### config.mk
export PLATFORM = sky130hd
export DESIGN_NAME = spk_rev_cell
export DESIGN_NICKNAME = d
export VERILOG_FILES = /design/src/rtl/spk_pkg.sv /design/src/rtl/spk_rev_cell.sv
export SDC_FILE = /design/constraint.sdc
export NUM_CORES = 1
export LEC_CHECK = 0
export BUFFER_PORTS_ARGS = -buffer_cell sky130_fd_sc_hd__buf_2
export CORE_UTILIZATION = 49
export CTS_BUF_LIST = sky130_fd_sc_hd__clkbuf_4 sky130_fd_sc_hd__clkbuf_8
export CTS_CLUSTER_DIAMETER = 60
export DETAILED_ROUTE_END_ITERATION = 12
export HOLD_SLACK_MARGIN = 0.02
export PLACE_DENSITY = 0.83
export SLEW_MARGIN = 20
export SYNTH_ARGS = -nofsm -noshare
export SYNTH_HDL_FRONTEND = slang
export SYNTH_SLANG_ARGS = --single-unit
### constraint.sdc
create_clock -name clk -period 6.05 [get_ports clk]
set_clock_uncertainty 0.1 [all_clocks]
set_input_delay 0.605 -clock clk [delete_from_list [all_inputs] [get_ports clk]]
set_output_delay 0.605 -clock clk [all_outputs]
set_load 0.03 [all_outputs]
### src/rtl/spk_pkg.sv
// Shared types, constants and word functions for the Speck48/96 cipher pipeline.
`timescale 1ns / 1ps
`default_nettype none
package spk_pkg;

	localparam int WordW  = 24;
	localparam int Rounds = 23;
	localparam int Stages = 2 * Rounds;

	localparam logic CmdEncrypt = 1'b0;
	localparam logic CmdDecrypt = 1'b1;

	typedef logic [WordW-1:0] word_t;

	// everything a cell hands to its neighbour
	typedef struct packed {
		logic  cmd;
		word_t x;
		word_t y;
		word_t l0;
		word_t l1;
		word_t l2;
		word_t rk;
	} stage_t;

	function automatic word_t rotl(input word_t v, input int s);
		rotl = (v << s) | (v >> (WordW - s));
	endfunction

endpackage
`default_nettype wire

### src/rtl/spk_rev_cell.sv
// Reverse cell: one decrypt round and one inverted key schedule step.
`timescale 1ns / 1ps
`default_nettype none
module spk_rev_cell #(
	parameter int IDX = 0
) (
	input  wire                  clk,
	input  wire                  arst_n,
	input  wire                  up_valid,
	input  wire spk_pkg::stage_t up_data,
	output logic                 up_ready,
	output logic                 dn_valid,
	output spk_pkg::stage_t      dn_data,
	input  wire                  dn_ready
);

	spk_pkg::stage_t nxt;
	spk_pkg::word_t  prev_rk;
	logic            valid_q;
	spk_pkg::stage_t data_q;

	always_comb begin
		nxt = up_data;
		if (up_data.cmd == spk_pkg::CmdDecrypt) begin
			nxt.y = spk_pkg::rotl(up_data.y ^ up_data.x, 21);
			nxt.x = spk_pkg::rotl((up_data.x ^ up_data.rk) - nxt.y, 8);
		end
		// undo schedule step IDX-1: recover the previous key and the dropped l word
		prev_rk = spk_pkg::rotl(up_data.rk ^ up_data.l2, 21);
		if (IDX > 0) begin
			nxt.rk = prev_rk;
			nxt.l0 = spk_pkg::rotl((up_data.l2 ^ spk_pkg::word_t'(IDX - 1)) - prev_rk, 8);
			nxt.l1 = up_data.l0;
			nxt.l2 = up_data.l1;
		end
	end

	assign up_ready = !valid_q || dn_ready;

	always_ff @(posedge clk or negedge arst_n) begin
		if (!arst_n) begin
			valid_q <= 1'b0;
		end else if (up_ready) begin
			valid_q <= up_valid;
		end
	end

	always_ff @(posedge clk) begin
		if (up_ready && up_valid) begin
			data_q <= nxt;
		end
	end

	assign dn_valid = valid_q;
	assign dn_data  = data_q;

endmodule
`default_nettype wire

# Word-level counts from Yosys, hierarchy flattened
# Index checks and enable logic that the tools add are counted.
[totals] reg_bits=146 input_bits=149 wordCells=17 output_inout_bits=147
[classes] n_reduce_logical=3 muxes=1 n_bitwise=4 n_addsub=1
[ops] cell="two-way mux 48 bit" count=1
[ops] cell="XOR 24 bit" count=2
[ops] cell="OR 24 x 21 -> 24 bit" count=1
[ops] cell="OR 24 x 8 -> 24 bit" count=1
[ops] cell="subtractor 24 bit" count=1
[ops] cell="logical AND 1 bit" count=1
[ops] cell="logical NOT 1 bit" count=1
[ops] cell="logical OR 1 bit" count=1

# Depth between registers and ports, before layout
# Gate-level depths: netlist of the first run.
[depth] depth_word=5 ltp_mapped=10 depth_no_buf=10

# Worst setup path before layout of the first run
# Ideal clock, no wire load.
[synth_path] kind="input-to-reg" start="input dn_ready" end="register data_q (netlist bit dn_data[0]), enable pin" cell_stages=2 n_path_buf=0 required_time_ns=5.429 slack_ns=1.121 setup_time_ns=0.521 arrival_time_ns=4.308 cell_sequence="nand2b_1 -> and2_1"
[synth_via] elab_chain_cells=2
[synth_rtl] element="from (decl)" line_no="spk_rev_cell.sv:14" rtl="input wire dn_ready"
[synth_rtl] element="logical OR 1 bit" line_no="spk_rev_cell.sv:38" rtl="assign up_ready = !valid_q || dn_ready;"
[synth_rtl] element="logical AND 1 bit" line_no="spk_rev_cell.sv:49" rtl="if (up_ready && up_valid) begin"
[synth_rtl] element="to (signal assigned)" line_no="spk_rev_cell.sv:50" rtl="data_q <= nxt;"
[synth_rtl] element="to (decl)" line_no="spk_rev_cell.sv:20" rtl="spk_pkg::stage_t data_q;"
# Every way passes these cells.
# A chain may end at the register's enable or synchronous reset.

==> reports/metrics.cfg, run 1 <==
[timing]
finalSetupViolations=0
fin_crit_sh_pct=47.2
tightest_slew_ps=663
final.min_clock_period_ps=2860
hold_viol_final=0
report.final.slew_viol_count=0
fin_ws_ps=3190
fin_setup_tns_ps=0
slew_headroom_pct=55.8
rsz0062_at_grt=no
max_freq_ghz=0.350

[logic_synthesis]
synth_nets=638
synth-seq-cells=146
yosysUniqueCellTypes=47
synthXorXnorAreaFrac_pct=8.76
synthArstFlopShare_pct=0.685
postSynthAreaPerCell_um2=14.2
synth_seq_area_share_pct=66.4
synth_compound_area_share_pct=8.99
netlist_instances=465
synth_top_family_by_area=compound AO/OA/AOI/OAI gates
yosys_warnings=0
synth_fa_ha_area_share_pct=4.67
synth_edf_count=145
syn-cell-area_um2=6600
synthSimpleGateAreaFrac_pct=7.06
synth.area.mux_share_pct=2.88
synth_flop_cell=edfxtp_1

[floorplan]
start_util_pct=50.0
die_x_um=118
ios=296
dieArea_um2=13900
die_h_um=118
core_um2=13200
core.rowCount=42

[cts]
cts_setup_buffers=0
clkTransAtPathRegs_ps=90
cts-buffers-inserted=17
clock-root-buffer=clkbuf_8
clk-insertion-delay-late_ps=440
cts_htree_levels=4
cts_tree=built
ctsResizeCount=0
cts_buffer_depth=2
clock_sinks=146

[job]
maxCapViolCount=0

[route]
routed_wl_um=18400
drtIter0Drc=457
vias=5043
first_pass_iters=7
antenna_left=0
wire_per_inst_um=19.1
avgViaCountPerCell=5.24
drc=0

[critical_path]
cp_cell_sequence=buf_2, xnor2_1, inv_1, fa_1, and2b_1, o2111ai_2, a21oi_2, nor4_2, o31ai_1, xnor2_1, mux2_2
cp.arrival_ps=2950
crit_top_cell=xnor2_1
critPathLaunchType=primary input
required_ps=6150
timing_worst_setup_path_type=in2reg
reg2reg_depth=4
cp_max_fo=4
cpPeakStageDelay_ps=440
endpoint_kind=register
cp.depth=11
crit_buf_inv=2
cp_slowest_cell=fa_1
crit_family=compound AO/OA/AOI/OAI gates

[global_routing]
grt_pass1_vias=5158
grt_first_pass_wirelength_um=27800
overflow=0
grt_max_degree=91
grt_usage_pct=26.7
antenna_found_initial=3

[place]
gp_congestion=0.936
hpwlAfterDp_um=14200
place_ws_ps=2740
place_inst=925
numPortBuffers=295

[pwr]
ir_drop_uv=131
pwr_density_cell_nw_per_um2=311
power_mw=2.71
total_leakage_power_nw=3.68

[final_layout]
area_delta_synth_final_pct=32.3
nets=943
drive_above_1_share_pct=45.6
postLayoutCoreUtil_pct=66.1
num-fill-cells=988
multi_input_area_um2=2140
final_cells=963
seq_area_um2=4380

[hold_path]
whs_path_depth=1
hold_class=in2reg

[outcome]
outcome=finished, final reports clean

## cell families after synthesis
| logic type | after synthesis |
|---|---|
| flip-flops | 146 |
| AND/OR/NAND/NOR | 99 |
| AO/OA/AOI/OAI | 91 |
| XOR/XNOR | 66 |
| adder cells (fa/ha/maj) | 24 |
| buffers and inverters | 22 |
| multiplexers | 17 |
## area by class of cell
class / instances / area share [%]
Timing Repair Buffer: 299 / 17.5
Tap cell: 176 / 2.52
Sequential cell: 146 / 50.2
Antenna cell: 4 / 0.115
Multi-Input combinational cell: 297 / 24.5
Inverter: 9 / 0.387
Clock buffer: 20 / 3.08
Clock inverter: 12 / 1.68
## worst paths after layout
check	to	slack, ps	startpoint
setup reg to reg	dn_data[56]$_DFFE_PP_	3560	dn_valid$_DFFE_PN0N_
min in group asynchronous	dn_valid$_DFFE_PN0N_	370	arst_n
max in group asynchronous	dn_valid$_DFFE_PN0N_	5390	arst_n
hold reg to reg	dn_valid$_DFFE_PN0N_	490	dn_valid$_DFFE_PN0N_
setup / recovery	dn_data[122]$_DFFE_PP_	3190	up_data[124]
hold / removal	dn_data[76]$_DFFE_PP_	230	up_data[76]
## sequential cells by signal, summed over array words and instances (netlist names)
| register | cells |
|---|---|
| dn_data | 145 |
| dn_valid | 1 |
## worst reg2reg max path: cells and delay by family (launching register included)
kind / cells / cell delay [ps]
buf+inv: 2 / 980
flops: 1 / 390
simple gates: 2 / 640
## cells in the mapped netlist (2+ instances only)
master	count	area [µm²]
a21oi_1	42	210
nor2b_1	2	12.5
nand2b_1	6	37.5
buf_1	3	11.3
nor4_1	2	12.5
xor2_1	30	263
o31ai_4	2	42.5
inv_1	8	30.0
clkbuf_1	10	37.5
o21bai_1	3	22.5
nand4_1	5	31.3
nor3_1	6	30.0
a21oi_2	3	26.3
nor2_1	39	146
edfxtp_1	145	4350
o21ai_0	9	45.0
o311ai_1	2	17.5
and2_1	2	12.5
o21ai_1	6	30.0
mux2_2	16	180
xnor2_1	36	315
o211ai_1	2	15.0
nand2_1	24	90.1
o31ai_1	3	22.5
o21a_1	2	15.0
a21o_1	10	75.1
ha_1	23	288
nand3_1	4	20.0
a221oi_1	2	17.5
## layer usage
metal,global-route usage (%),vias up,part of all wire [%]
met4,10.3,0,3.0
met3,5.96,37,6.5
met1,29.4,2415,36
met5,0,-,0
li1,-,2348,-
met2,49.4,243,55
## placed cells by master, fill, tap and decap left out, types with 4 or more instances in the layout
master    Yosys  final
a21o_1       10     10
a21oi_1      42     42
buf_2         0    295
clkbuf_8      0     19
diode_2       0      4
edfxtp_1    145    145
ha_1         23     23
inv_1         8      8
inv_6         0      4
mux2_2       16     16
nand2_1      24     24
nand2b_1      6      6
nand3_1       4      4
nand4_1       5      5
nor2_1       39     39
nor3_1        6      6
o21ai_0       9      9
o21ai_1       6      6
xnor2_1      36     36
xor2_1       30     30
## through the flow
step	area, µm²	hold slack, ps
global route	8720	200
finish	8720	230
CTS	8690	202
floorplan	6600	209
global placement	8260	289
detailed placement	8260	286
## power by group
part / total [mW] / internal (mW) / switching [mW]
Combinational: 0.695 / 0.245 / 0.450
Clock: 0.796 / 0.402 / 0.394
Sequential: 1.22 / 1.20 / 0.0185
## timing repair
item                                   4_1_cts  5_1_grt
setup endpoints to repair                    0        0
hold buffers                                 1        0
endpoints found under the hold margin        1        0
No activity file was read; power rests on OpenSTA's default activity.
==> inputs of run 2 (changes only) <==
Settings changed: ABC_AREA set to 1, CORE_UTILIZATION 49 to 45, PLACE_DENSITY 0.83 to 0.79.
Clock period 6.05 ns to 2.6 ns, I/O delays scaled along.
==> reports/metrics.cfg, run 2 <==
[outcome]
outcome=finished, final reports clean

[pwr]
total_leakage_power_nw=4.86  ; +32%
p_sw_mw=2.33  ; +170%
internal_power_mw=4.17  ; +130%
power_frac_comb_pct=29.8  ; +4.2 points
ir_drop_uv=419  ; +220%
power_mw=6.50  ; +140%
pwr_density_cell_nw_per_um2=616  ; +98%
clkPwrFrac_pct=26.5  ; -2.8 points
swShare_pct=35.9  ; +4.1 points
seq_power_share_pct=43.7  ; -1.4 points

[floorplan]
start_util_pct=46.3  ; -3.7 points
core_um2=15300  ; +16%
die_h_um=127  ; +7.9%
core.rowCount=45  ; +7.1%
die_x_um=127  ; +7.9%
ios=296  ; unchanged
dieArea_um2=16200  ; +16%

[logic_synthesis]
synth_common_cells=nand2_1, edfxtp_1, inv_1
synth-seq-cells=146  ; unchanged
synth_seq_area_share_pct=61.9  ; -4.5 points
yosys_warnings=0  ; unchanged
yosysUniqueCellTypes=29  ; -38%
syn-cell-area_um2=7070  ; +7.2%
synthArstFlopShare_pct=0.685  ; unchanged
synth_edf_count=145  ; unchanged
postSynthAreaPerCell_um2=10.6  ; -25%
yosysTopAreaCellShare_pct=61.6  ; -4.4 points
synth_nets=839  ; +32%
synthTopCellsByArea=edfxtp_1, nand2_1, ha_1
synth_top_cell_by_area=edfxtp_1
synth_flop_cell=edfxtp_1
netlist_instances=666  ; +43%
synth.most_common_cell=nand2_1

[critical_path]
crit_family=simple AND/OR/NAND/NOR gates
endpoint_kind=register
critPathLaunchType=primary input
crit_buf_inv=3  ; +1
cp_slowest_cell=dlygate4sd3_1
cpPeakStageDelay_ps=530  ; +90 ps
crit_top_cell=nand2_1
timing_worst_setup_path_type=in2reg
required_ps=2740  ; -3410 ps
cp_cell_sequence=dlygate4sd3_1, buf_2, xor2_2, inv_1, ha_1, nand2_1, nor2_1, nand2_1, nand3_1, nand3_1, nand2_1, nand2_1, nand3_1, nand2_1
cp.arrival_ps=2600  ; -350 ps
cp_max_fo=3  ; -1

[timing]
fin_setup_tns_ps=0  ; unchanged
hold_viol_final=0  ; unchanged
tightest_slew_ps=456  ; -207 ps
report.final.slew_viol_count=0  ; unchanged
slew_headroom_pct=69.6  ; +14 points
finalSetupViolations=0  ; unchanged
hold_slack_ps=43.8  ; -186 ps
rsz0062_at_grt=no
fin_crit_sh_pct=94.6
max_freq_ghz=0.407
final.min_clock_period_ps=2460

[route]
antenna_left=0  ; unchanged
wire_per_inst_um=19.3  ; +0.82%
drc=0  ; unchanged
avgViaCountPerCell=5.08  ; -3.0%
drtIter0Drc=479  ; +4.8%
vias=6778  ; +34%
routed_wl_um=25700  ; +40%
first_pass_iters=8  ; +1

[place]
numPortBuffers=295  ; unchanged
place_inst=1169  ; +26%
hpwlAfterDp_um=16700  ; +18%
gp_congestion=0.909  ; -2.9%

[final_layout]
mostFrequentLayoutCell=buf_2
largest_reg_flops=145  ; unchanged
final_cell_mix=buf_2, nand2_1, edfxtp_1, dlygate4sd3_1, inv_1
drive_above_1_share_pct=33.0  ; -13 points
final_cells=1334  ; +39%
nets=1278  ; +36%
area_delta_synth_final_pct=49.1

[global_routing]
overflow=0  ; unchanged
antenna_found_initial=5  ; +2
grt_pass1_vias=6869  ; +33%
grt_usage_pct=31.4  ; +4.8 points
grt_max_degree=82  ; -9.9%
grt_first_pass_wirelength_um=37300  ; +34%

[cts]
clk-insertion-delay-late_ps=470  ; +30 ps
cts_tree=built
clock_sinks=146  ; unchanged
cts-buffers-inserted=17  ; unchanged
clock-root-buffer=clkbuf_8
clkTransAtPathRegs_ps=100  ; about the same
cts_buffer_depth=2  ; unchanged
cts_htree_levels=4  ; unchanged

[job]
maxCapViolCount=0  ; unchanged

[hold_path]
hold_class=in2reg

-- run 2: path summary, 6_finish.rpt --
| kind | start | endpoint | slack, ps | cells past startpoint |
|---|---|---|---|---|
| max | up_data[124] | dn_data[141]$_DFFE_PP_ | 140 | 14 |
| min | up_data[141] | dn_data[141]$_DFFE_PP_ | 40 | 3 |
| max reg2reg | dn_valid$_DFFE_PN0N_ | dn_data[105]$_DFFE_PP_ | 1020 | 2 |
| min reg2reg | dn_valid$_DFFE_PN0N_ | dn_data[29]$_DFFE_PP_ | 810 | 2 |
| max in group asynchronous | arst_n | dn_valid$_DFFE_PN0N_ | 1710 | 3 |
| min in group asynchronous | arst_n | dn_valid$_DFFE_PN0N_ | 550 | 3 |
-- run 2: worst register-to-register path: stages, from the launching register on --
cell	delay (ps)
dfrtp_2	450
a21oi_4	230
buf_12	420
-- run 2: layout make-up --
class | count | area, µm²
sequential | 146 | 4380
clock buffer | 18 | 241
antenna | 5 | 12.5
clock inverter | 14 | 119
inverter | 80 | 300
multi-input combinational | 430 | 2380
tap | 211 | 264
fill | 1053 | 4710
timing repair buffer | 430 | 2850
-- run 2: power by group through the flow --
stage          clock, mW  combinational, mW  sequential [mW]
2_1_floorplan          0              0.823             3.21
6_report            1.72               1.94             2.84
4_1_cts             1.69               1.88             2.83
3_5_place_dp           0               1.72             2.88
3_3_place_gp           0               1.70             2.88
5_1_grt             1.81               2.10             2.85
-- run 2: kinds of logic after synthesis --
group | after synthesis | share of synthesized area [%]
AOI/OAI and AO/OA | 46 | 3.31
xor gates and xnor gates | 55 | 6.81
buffers and inverters | 90 | 4.81
adders and majority gates | 24 | 4.35
and+or+nand+nor | 305 | 18.8
DFF | 146 | 61.9
-- run 2: metrics by stage --
| step | util [%] | setup slack (ps) | instance area [µm²] |
|---|---|---|---|
| 2_1_floorplan | - | -888 | 7080 |
| 6_report | 69.1 | 142 | 10500 |
| 3_3_place_gp | 58.2 | 275 | 8870 |
| 4_1_cts | 68.9 | 225 | 10500 |
| 5_1_grt | 69.1 | 21.1 | 10500 |
| 3_5_place_dp | 58.2 | 246 | 8870 |
-- run 2: timing repair --
item | 4_1_cts | 5_1_grt
buffers inserted | 0 | 0
endpoints found under the hold margin | 126 | 0
endpoints found under the setup margin | 0 | 2
hold buffers | 128 | 0
resized for setup | 0 | 2
-- run 2: routing by layer --
metal / GRT usage, % / routed length (µm) / up-vias
met4: 20.2 / 1430 / 0
li1: - / - / 3095
met1: 31.3 / 8570 / 3157
met5: 0 / 0 / -
met3: 7.20 / 2050 / 107
met2: 58.5 / 13600 / 419
