==> src/rtl/spk_pkg.sv <==
// Shared types, constants and word functions for the Speck48/96 cipher pipeline.
`timescale 1ns / 1ps
`default_nettype none
package spk_pkg;

	localparam int WordW  = 24;
	localparam int Rounds = 23;
	localparam int Stages = 2 * Rounds;

	localparam logic CmdEncrypt = 1'b0;
	localparam logic CmdDecrypt = 1'b1;

	typedef logic [WordW-1:0] word_t;

	// everything a cell hands to its neighbour
	typedef struct packed {
		logic  cmd;
		word_t x;
		word_t y;
		word_t l0;
		word_t l1;
		word_t l2;
		word_t rk;
	} stage_t;

	function automatic word_t rotl(input word_t v, input int s);
		rotl = (v << s) | (v >> (WordW - s));
	endfunction

endpackage
`default_nettype wire

==> src/rtl/spk_fwd_cell.sv <==
// Forward cell: one encrypt round and one key schedule step.
`timescale 1ns / 1ps
`default_nettype none
module spk_fwd_cell #(
	parameter int IDX = 0
) (
	input  wire                  clk,
	input  wire                  arst_n,
	input  wire                  up_valid,
	input  wire spk_pkg::stage_t up_data,
	output logic                 up_ready,
	output logic                 dn_valid,
	output spk_pkg::stage_t      dn_data,
	input  wire                  dn_ready
);

	spk_pkg::stage_t nxt;
	spk_pkg::word_t  nl;
	logic            valid_q;
	spk_pkg::stage_t data_q;

	always_comb begin
		nxt = up_data;
		if (up_data.cmd == spk_pkg::CmdEncrypt) begin
			nxt.x = (spk_pkg::rotl(up_data.x, 16) + up_data.y) ^ up_data.rk;
			nxt.y = spk_pkg::rotl(up_data.y, 3) ^ nxt.x;
		end
		nl = (spk_pkg::rotl(up_data.l0, 16) + up_data.rk) ^ spk_pkg::word_t'(IDX);
		// last cell holds the final round key for the decrypt half
		if (IDX < spk_pkg::Rounds - 1) begin
			nxt.rk = spk_pkg::rotl(up_data.rk, 3) ^ nl;
			nxt.l0 = up_data.l1;
			nxt.l1 = up_data.l2;
			nxt.l2 = nl;
		end
	end

	assign up_ready = !valid_q || dn_ready;

	always_ff @(posedge clk or negedge arst_n) begin
		if (!arst_n) begin
			valid_q <= 1'b0;
		end else if (up_ready) begin
			valid_q <= up_valid;
		end
	end

	always_ff @(posedge clk) begin
		if (up_ready && up_valid) begin
			data_q <= nxt;
		end
	end

	assign dn_valid = valid_q;
	assign dn_data  = data_q;

endmodule
`default_nettype wire

==> config.mk <==
export PLATFORM = sky130hd
export DESIGN_NAME = spk_fwd_cell
export DESIGN_NICKNAME = d
export VERILOG_FILES = /design/src/rtl/spk_pkg.sv /design/src/rtl/spk_fwd_cell.sv
export SDC_FILE = /design/constraint.sdc
export NUM_CORES = 1
export LEC_CHECK = 0
export ABC_AREA = 0
export BUFFER_PORTS_ARGS = -buffer_cell sky130_fd_sc_hd__buf_2
export CAP_MARGIN = 20
export CORE_UTILIZATION = 54
export CTS_CLUSTER_SIZE = 8
export DETAILED_ROUTE_END_ITERATION = 16
export GPL_ROUTABILITY_DRIVEN = 0
export PLACE_DENSITY = 0.86
export SLEW_MARGIN = 10
export SYNTH_ARGS = -nofsm -noshare
export SYNTH_HDL_FRONTEND = slang
export SYNTH_SLANG_ARGS = --single-unit
==> constraint.sdc <==
create_clock -name clk -period 8.9 [get_ports clk]
set_input_delay 1.335 -clock clk [delete_from_list [all_inputs] [get_ports clk]]
set_output_delay 1.335 -clock clk [all_outputs]
set_load 0.01 [all_outputs]
Word-level counts from Yosys, hierarchy flattened:

Index checks and enable logic that the tools add are counted.
W data, S select, Z words.

* flip-flop bits (word level): 146
* logic and storage cells: 21
* input bits: 149
* output and inout port bits: 147

* multiplexer cells: 1
* reduce and logical (&&, ||, !) cells: 3
* bitwise operators: 7
* $add $sub $neg: 2

Operators with widths (count)
* $xor A24 B24 Y24: 3
* $add A24 B24 Y24: 2
* $mux W48: 1
* $or A24 B16 Y24: 2
* $or A24 B3 Y24: 2
* $logic_and A1 B1 Y1: 1
* $logic_not A1 Y1: 1
* $logic_or A1 B1 Y1: 1

Longest topological paths before layout:

Gate-level depths: netlist of run 1.

* word-level depth: 5
* gate-level depth with buffers: 11
* depth with buffers taken out: 11

Worst setup path after synthesis of run 1:

No wires, ideal clock.

* path type: input -> register
* from: input dn_ready
* to: register data_q (netlist bit dn_data[0]) (enable)
* stages on the path: 2
* library setup time: 522 ps
* arrival: 4877 ps
* path slack: 3500 ps
* required time: 8378 ps
* buffers on the path: 0
* cell sequence: nand2b_1 and2_1

* word-level cells in the longest chain between the ends: 2

Ends and longest elaborated chain
* start, declared: RTL line spk_fwd_cell.sv:14 `input wire dn_ready`
* $logic_or A1 B1 Y1: RTL line spk_fwd_cell.sv:38 `assign up_ready = !valid_q || dn_ready;`
* $logic_and A1 B1 Y1: RTL line spk_fwd_cell.sv:49 `if (up_ready && up_valid) begin`
* end signal, assigned: RTL line spk_fwd_cell.sv:50 `data_q <= nxt;`
* end, declared: RTL line spk_fwd_cell.sv:20 `spk_pkg::stage_t data_q;`

Every way passes these cells.
A chain may end at the register's enable or synchronous reset.

==> impl_metrics.csv, run 1 <==
group,metric,value,unit
worst_setup_path,end_kind,"flop",
synthesis,synth_cells,650,
placement,post-place-ws,4.67,ns
detailed_routing,firstDrtPassIters,5,
timing,report.final.slew_viol_count,0,
clock_tree,h-tree-depth,4,
synthesis,synth-seq-area-share,54.9,%
hold_path,holdCritPathClass,"flop to flop",
synthesis,synth.distinct_cells,52,
timing,whs,0.562,ns
worst_setup_path,critPathSlowestCell,"or4b_1",
floorplanning,dieHeight,124,microns
global_routing,grt_usage,28.4,%
floorplanning,die_width,124,microns
worst_setup_path,crit_type,"primary input to flop",
detailed_routing,postRouteAntennaNets,0,
detailed_routing,vias_per_cell,5.53,
global_routing,grt_max_degree,80,
detailed_routing,post-route-drc-count,0,
synthesis,async_flop_share,0.685,%
worst_setup_path,critical_path_required,9.06,ns
timing,setup_tns,0,ns
clock_tree,cts_sinks,146,
worst_setup_path,slowest_delay,0.55,ns
floorplanning,initial_core_util,55.1,%
clock_tree,clockRootBuffer,"clkbuf_16",
timing,min_period_over_period,43.4,%
timing,worst_pin_slew,0.932,ns
pwr,power_density,206,nW/um^2
global_routing,grt_pass1_wl,31400,microns
detailed_routing,post_drt_wl_per_cell,19.2,microns
global_routing,grt_pass1_vias,6013,
timing,fmax,259,MHz
timing,finalSetupViolations,0,
run_status,outcome,"complete, no violations",
pwr,p_leak,4.39,nW
clock_tree,postCtsSetupBuffers,0,
timing,skew,0.00692,ns
placement,io_buffer_count,295,
clock_tree,cts_tree,"yes",
timing,final.setup.worst_slack,5.04,ns
floorplanning,io_pins,296,
placement,dp_hpwl,17500,microns
synthesis,ys_ff_latch,146,
synthesis,synth_edf_count,145,
layout,num-nets-final,1146,
timing,relSlewSlack,37.9,%
worst_setup_path,start_kind,"primary input",
synthesis,avgSynthCellArea,12.3,sq um
synthesis,ys_warn_count,0,
global_routing,antenna_found_initial,3,
worst_setup_path,cp.arrival,4.02,ns
worst_setup_path,cp_max_fo,4,
synthesis,syn-cell-area,7980,sq um
timing,min_period,3.86,ns
clock_tree,cts_buffer_depth,2,
detailed_routing,drt-initial-drc-count,333,
detailed_routing,vias,6367,
worst_setup_path,crit_path_cell_trace,"buf_2, ha_1, inv_1, fa_1, nor2b_1, o31a_2, o21ai_1, a21oi_1, a211oi_1, or4b_1, and3_1, xor2_1",
synthesis,ys.flop_type,"edfxtp_1",
synthesis,synth_fp_nets,847,
clock_tree,path_clk_slew,0.06,ns
timing,finalHoldViolations,0,
layout,drive_gt1_share,37.2,%
pwr,peakVddDrop,122,uV
timing,rsz0062_at_grt,"no",
floorplanning,coreArea,14500,sq um
global_routing,grt-ovfl-total,0,
clock_tree,cts_made_buffers,17,
floorplanning,num_rows,44,
layout,post-route-util,71.0,%
clock_tree,clock_latency,0.41,ns
floorplanning,die_area,15300,sq um
flow_run,maxCapViolCount,0,
clock_tree,cts.repair.resized,0,
clock_tree,hold_buffers,0,
layout,area_growth,28.9,%
detailed_routing,wl,22100,microns
## cells by family (layout without fill, tap and decap cells)
group	count (synthesis)	count (layout)	synth area share [%]
other cells	0	6	0
buf+inv	31	343	1.46
mux	20	20	2.81
flops	146	146	54.9
compound gates	166	166	13.2
simple gates	125	125	7.42
fa+ha+maj	48	48	7.72
xor+xnor	114	114	12.5
## state kept, by name (all words and copies together) (netlist names)
signal	count
dn_valid	1
dn_data	145
## where the power goes
group	switching, mW	internal [mW]	leakage, nW
clock network	0.288	0.474	0.301
registers	0.0165	0.849	1.39
logic	0.289	0.207	2.69
total	0.594	1.53	4.39
## path summary, 6_finish.rpt
path	start	endpoint	slack (ns)	cells after the start
max	up_data[0]	dn_data[22]$_DFFE_PP_	5.04	12
min	dn_valid$_DFFE_PN0N_	dn_valid$_DFFE_PN0N_	0.56	2
min in group asynchronous	arst_n	dn_valid$_DFFE_PN0N_	0.68	1
max in group asynchronous	arst_n	dn_valid$_DFFE_PN0N_	8.14	1
min reg2reg	dn_valid$_DFFE_PN0N_	dn_valid$_DFFE_PN0N_	0.56	2
max reg2reg	dn_valid$_DFFE_PN0N_	dn_data[22]$_DFFE_PP_	6.35	3
## synthesized netlist by cell type, types with 3 or more instances
master    count  share of area, %
nor3_1        4              0.25
xnor2_1      64               7.0
a211o_1       5              0.55
inv_1        14              0.66
mux2_2       19               2.7
clkbuf_1     17              0.80
o31ai_1       3              0.28
a31oi_1       5              0.39
o21bai_1      6              0.56
o21a_1        5              0.47
o21ai_1       3              0.19
nand2_1      53               2.5
nand2b_1      6              0.47
o211ai_1      3              0.28
a211oi_1      5              0.47
nor2_1       25               1.2
a21o_1       18               1.7
nand3_1      10              0.63
edfxtp_1    145                55
ha_1         46               7.2
nor2b_1       3              0.24
nand4_1       6              0.47
a21oi_1      47               2.9
o21ai_0      49               3.1
and3_1        5              0.39
xor2_1       50               5.5
## cell type report
class	count	area [sq um]
diodes	6	15.0
clock buffers	18	429
clock inverters	14	203
fillers	1045	4200
inverters	14	52.6
multi-input cells	473	3480
flip-flops and latches	146	4380
well taps	184	230
repair buffers	297	1490
## through the flow
stage / std cells / instance area, sq um / total power, mW
final: 1152 / 10300 / 2.12
after global routing: 1148 / 10300 / 2.20
after CTS: 1146 / 10300 / 2.12
after detailed placement: 1114 / 9640 / 1.37
after global placement: 1114 / 9640 / 1.36
after floorplan: 650 / 7980 / 1.19
## cells in the final DEF (no fill, tap or decap), types with 5 or more instances in the layout
cell type / Yosys / layout
a211o_1: 5 / 5
a211oi_1: 5 / 5
a21o_1: 18 / 18
a21oi_1: 47 / 47
a31oi_1: 5 / 5
and3_1: 5 / 5
buf_2: 0 / 295
clkbuf_16: 0 / 17
diode_2: 0 / 6
edfxtp_1: 145 / 145
ha_1: 46 / 46
inv_1: 14 / 14
mux2_2: 19 / 19
nand2_1: 53 / 53
nand2b_1: 6 / 6
nand3_1: 10 / 10
nand4_1: 6 / 6
nor2_1: 25 / 25
o21a_1: 5 / 5
o21ai_0: 49 / 49
o21bai_1: 6 / 6
xnor2_1: 64 / 64
xor2_1: 50 / 50
## layer usage
metal | wire length, microns | vias to the layer above | part of all wire [%] | GRT usage (%)
met5 | 0 | - | 0 | 0
met1 | 8540 | 2976 | 39 | 32.6
met3 | 1630 | 46 | 7.4 | 6.41
li1 | - | 3037 | - | -
met4 | 851 | 0 | 3.8 | 16.3
met2 | 11100 | 308 | 50 | 48.7
## critical path: cells and delay by family
family | cells | cell delay (ns)
AO/OA/AOI/OAI | 4 | 0.83
buffers and inverters | 2 | 0.19
adder cells (fa/ha/maj) | 2 | 0.59
XOR/XNOR | 1 | 0.14
AND/OR/NAND/NOR | 3 | 0.91
Note: power is estimated with default switching activity, not from simulation.
==> run 2, diff against run 1 <==
--- a/config.mk
+++ b/config.mk
@@ -5,14 +5,14 @@
 export SDC_FILE = /design/constraint.sdc
 export NUM_CORES = 1
 export LEC_CHECK = 0
-export ABC_AREA = 0
+export ABC_AREA = 1
 export BUFFER_PORTS_ARGS = -buffer_cell sky130_fd_sc_hd__buf_2
 export CAP_MARGIN = 20
-export CORE_UTILIZATION = 54
+export CORE_UTILIZATION = 47
 export CTS_CLUSTER_SIZE = 8
 export DETAILED_ROUTE_END_ITERATION = 16
 export GPL_ROUTABILITY_DRIVEN = 0
-export PLACE_DENSITY = 0.86
+export PLACE_DENSITY = 0.78
 export SLEW_MARGIN = 10
 export SYNTH_ARGS = -nofsm -noshare
 export SYNTH_HDL_FRONTEND = slang
==> constraint.sdc (replaced) <==
create_clock -name clk -period 3.35 [get_ports clk]
set_input_delay 0.5025 -clock clk [delete_from_list [all_inputs] [get_ports clk]]
set_output_delay 0.5025 -clock clk [all_outputs]
set_load 0.01 [all_outputs]
==> run 2 against run 1 <==
- worst hold slack worse by 0.31 ns
- clock power up 150%
- via count up 31%
- setup slack worse by 3.9 ns
- flip-flop and latch count unchanged
- die area up 27%
- synthesized cell count up 57%
- routed wire length up 26%
- highest routed layer unchanged
- register-to-register slack worse by 4.8 ns
- largest cell class unchanged
- clock skew about the same
- sequential share of layout area down 3.8 points
==> impl_metrics.csv, run 2 <==
group,metric,value,unit
flow_run,maxCapViolCount,0,
timing,worst_pin_slew,0.758,ns
detailed_routing,post_drt_wl_per_cell,17.7,microns
timing,relSlewSlack,49.3,%
synthesis,ys.flop_type,"edfxtp_1",
hold_path,holdCritPathClass,"primary input to flop",
worst_setup_path,critPathSlowestCell,"fa_1",
global_routing,grt_pass1_wl,42300,microns
clock_tree,cts_buffer_depth,2,
floorplanning,die_area,19400,sq um
synthesis,synth_cells,1018,
hold_path,worstHoldEndpoint,"dn_data[62]$_DFFE_PP_",
worst_setup_path,end_kind,"flop",
timing,min_period,2.23,ns
detailed_routing,firstDrtPassIters,5,
clock_tree,path_clk_slew,0.07,ns
hold_path,hold_depth,1,
pwr,power_density,490,nW/um^2
timing,finalSetupViolations,0,
timing,skew,0.00662,ns
placement,io_buffer_count,295,
worst_setup_path,r2r_start,"dn_valid$_DFFE_PN0N_",
detailed_routing,vias_per_cell,5.31,
floorplanning,die_width,139,microns
worst_setup_path,rr_worst_depth,2,
clock_tree,cts_made_buffers,17,
run_status,outcome,"complete, no violations",
synthesis,yosys.area.top_type_share,49.0,%
synthesis,ys_warn_count,0,
worst_setup_path,cp.arrival,2.41,ns
worst_setup_path,crit_path_cell_trace,"buf_2, ha_1, fa_1, nand3_1, nand3_1, nand3_1, nand2_1, xor2_1, xnor2_1, nand2_1, nand2_1",
clock_tree,postCtsSetupBuffers,0,
detailed_routing,drt-initial-drc-count,735,
floorplanning,dieHeight,139,microns
timing,setup_tns,0,ns
worst_setup_path,timing.rr.end,"dn_data[136]$_DFFE_PP_",
floorplanning,num_rows,49,
synthesis,synth.distinct_cells,41,
clock_tree,clock_latency,0.42,ns
layout,area_growth,27.1,%
synthesis,synth_fp_nets,1215,
detailed_routing,postRouteAntennaNets,0,
synthesis,syn-cell-area,8880,sq um
synthesis,synthTopCellsByArea,"edfxtp_1 (49%), nand2_1 (14%), ha_1 (6.5%)",
synthesis,async_flop_share,0.685,%
global_routing,grt_usage,28.9,%
timing,min_period_over_period,66.5,%
worst_setup_path,r2r_slack,1.58,ns
synthesis,synth-seq-area-share,49.3,%
synthesis,avgSynthCellArea,8.72,sq um
pwr,peakVddDrop,360,uV
floorplanning,coreArea,18200,sq um
layout,num-nets-final,1526,
worst_setup_path,slowest_delay,0.43,ns
timing,final.setup.worst_slack,1.12,ns
global_routing,grt_max_degree,59,
detailed_routing,post-route-drc-count,0,
layout,final_common_cell,"nand2_1",
worst_setup_path,crit_type,"primary input to flop",
timing,report.final.slew_viol_count,0,
worst_setup_path,cp_max_fo,4,
synthesis,ys_ff_latch,146,
layout,drive_gt1_share,27.0,%
floorplanning,io_pins,296,
placement,post-place-ws,0.765,ns
floorplanning,initial_core_util,48.8,%
synthesis,yosys.area.top_type,"edfxtp_1",
worst_setup_path,start_kind,"primary input",
timing,fmax,449,MHz
detailed_routing,vias,8347,
clock_tree,cts_sinks,146,
placement,dp_hpwl,22100,microns
clock_tree,cts_tree,"yes",
clock_tree,h-tree-depth,4,
worst_setup_path,cp-startpoint,"up_data[96]",
layout,most-common-layout-cells,"nand2_1 (332), buf_2 (295), edfxtp_1 (145)",
timing,rsz0062_at_grt,"no",
synthesis,ys_top_cells_by_count,"nand2_1 (332), edfxtp_1 (145), inv_1 (127)",
pwr,p_leak,5.55,nW
worst_setup_path,critical_path_required,3.53,ns
global_routing,grt-ovfl-total,0,
global_routing,antenna_found_initial,2,
hold_path,hold_start,"up_data[38]",
synthesis,synth_edf_count,145,
clock_tree,clockRootBuffer,"clkbuf_16",
layout,largest_reg_flops,145,
timing,finalHoldViolations,0,
detailed_routing,wl,27800,microns
synthesis,yosysMostFrequentCell,"nand2_1",
global_routing,grt_pass1_vias,8104,
-- run 2: power breakdown --
part	leakage, nW	switching [mW]	internal (mW)
clock network	0.268	0.841	1.05
logic	3.89	0.876	0.498
registers	1.40	0.0412	2.23
-- run 2: what timing repair did --
item,CTS,global route
resized for setup,0,0
hold buffers,1,0
endpoints found under the hold margin,1,0
-- run 2: kinds of logic after synthesis --
logic type | after synthesis | synth area share [%]
AND/OR/NAND/NOR | 519 | 24.8
flip-flops | 146 | 49.3
buffers and inverters | 139 | 5.88
AO/OA/AOI/OAI | 103 | 6.31
adder cells (fa/ha/maj) | 48 | 6.93
XOR/XNOR | 63 | 6.71
-- run 2: worst max-delay path: cells and delay by family --
family | cells | cell delay [ns]
AND/OR/NAND/NOR | 6 | 0.64
buffers and inverters | 1 | 0.12
adder cells (fa/ha/maj) | 2 | 0.66
XOR/XNOR | 2 | 0.47
-- run 2: per-stage QoR --
stage	utilization [%]	power [mW]	hold slack (ns)	cells	cell area (sq um)
final	62.0	5.53	0.248	1573	11300
after CTS	62.0	5.53	0.235	1571	11300
after floorplan	-	3.15	0.207	1018	8890
after global placement	58.8	3.62	0.278	1538	10700
after global routing	62.0	5.77	0.229	1572	11300
after detailed placement	58.8	3.65	0.278	1538	10700
-- run 2: cell type report --
cell class	count	area (sq um)
fill	1582	6920
antenna	2	5.00
timing repair buffer	302	1570
clock inverter	14	144
multi-input combinational	733	3990
clock buffer	18	429
sequential	146	4380
inverter	129	487
tap	229	287
-- run 2: worst max-delay path by stage --
stage	to	slack, ns	cells past startpoint
2_1_floorplan	dn_data[0]$_DFFE_PP_	0.004	2
3_3_place_gp	dn_data[108]$_DFFE_PP_	0.81	13
3_5_place_dp	dn_data[108]$_DFFE_PP_	0.76	13
4_1_cts	dn_data[102]$_DFFE_PP_	1.21	10
5_1_grt	dn_data[104]$_DFFE_PP_	1.01	11
6_report	dn_data[104]$_DFFE_PP_	1.12	11
-- run 2: per-layer routing --
metal  up-vias  part of all wire (%)  GRT usage (%)
met2       466                    48           50.3
met3        63                   9.3           5.75
met5         -                     0              0
met1      3809                    38           33.7
met4         0                   4.4           15.1
li1       4009                     -              -
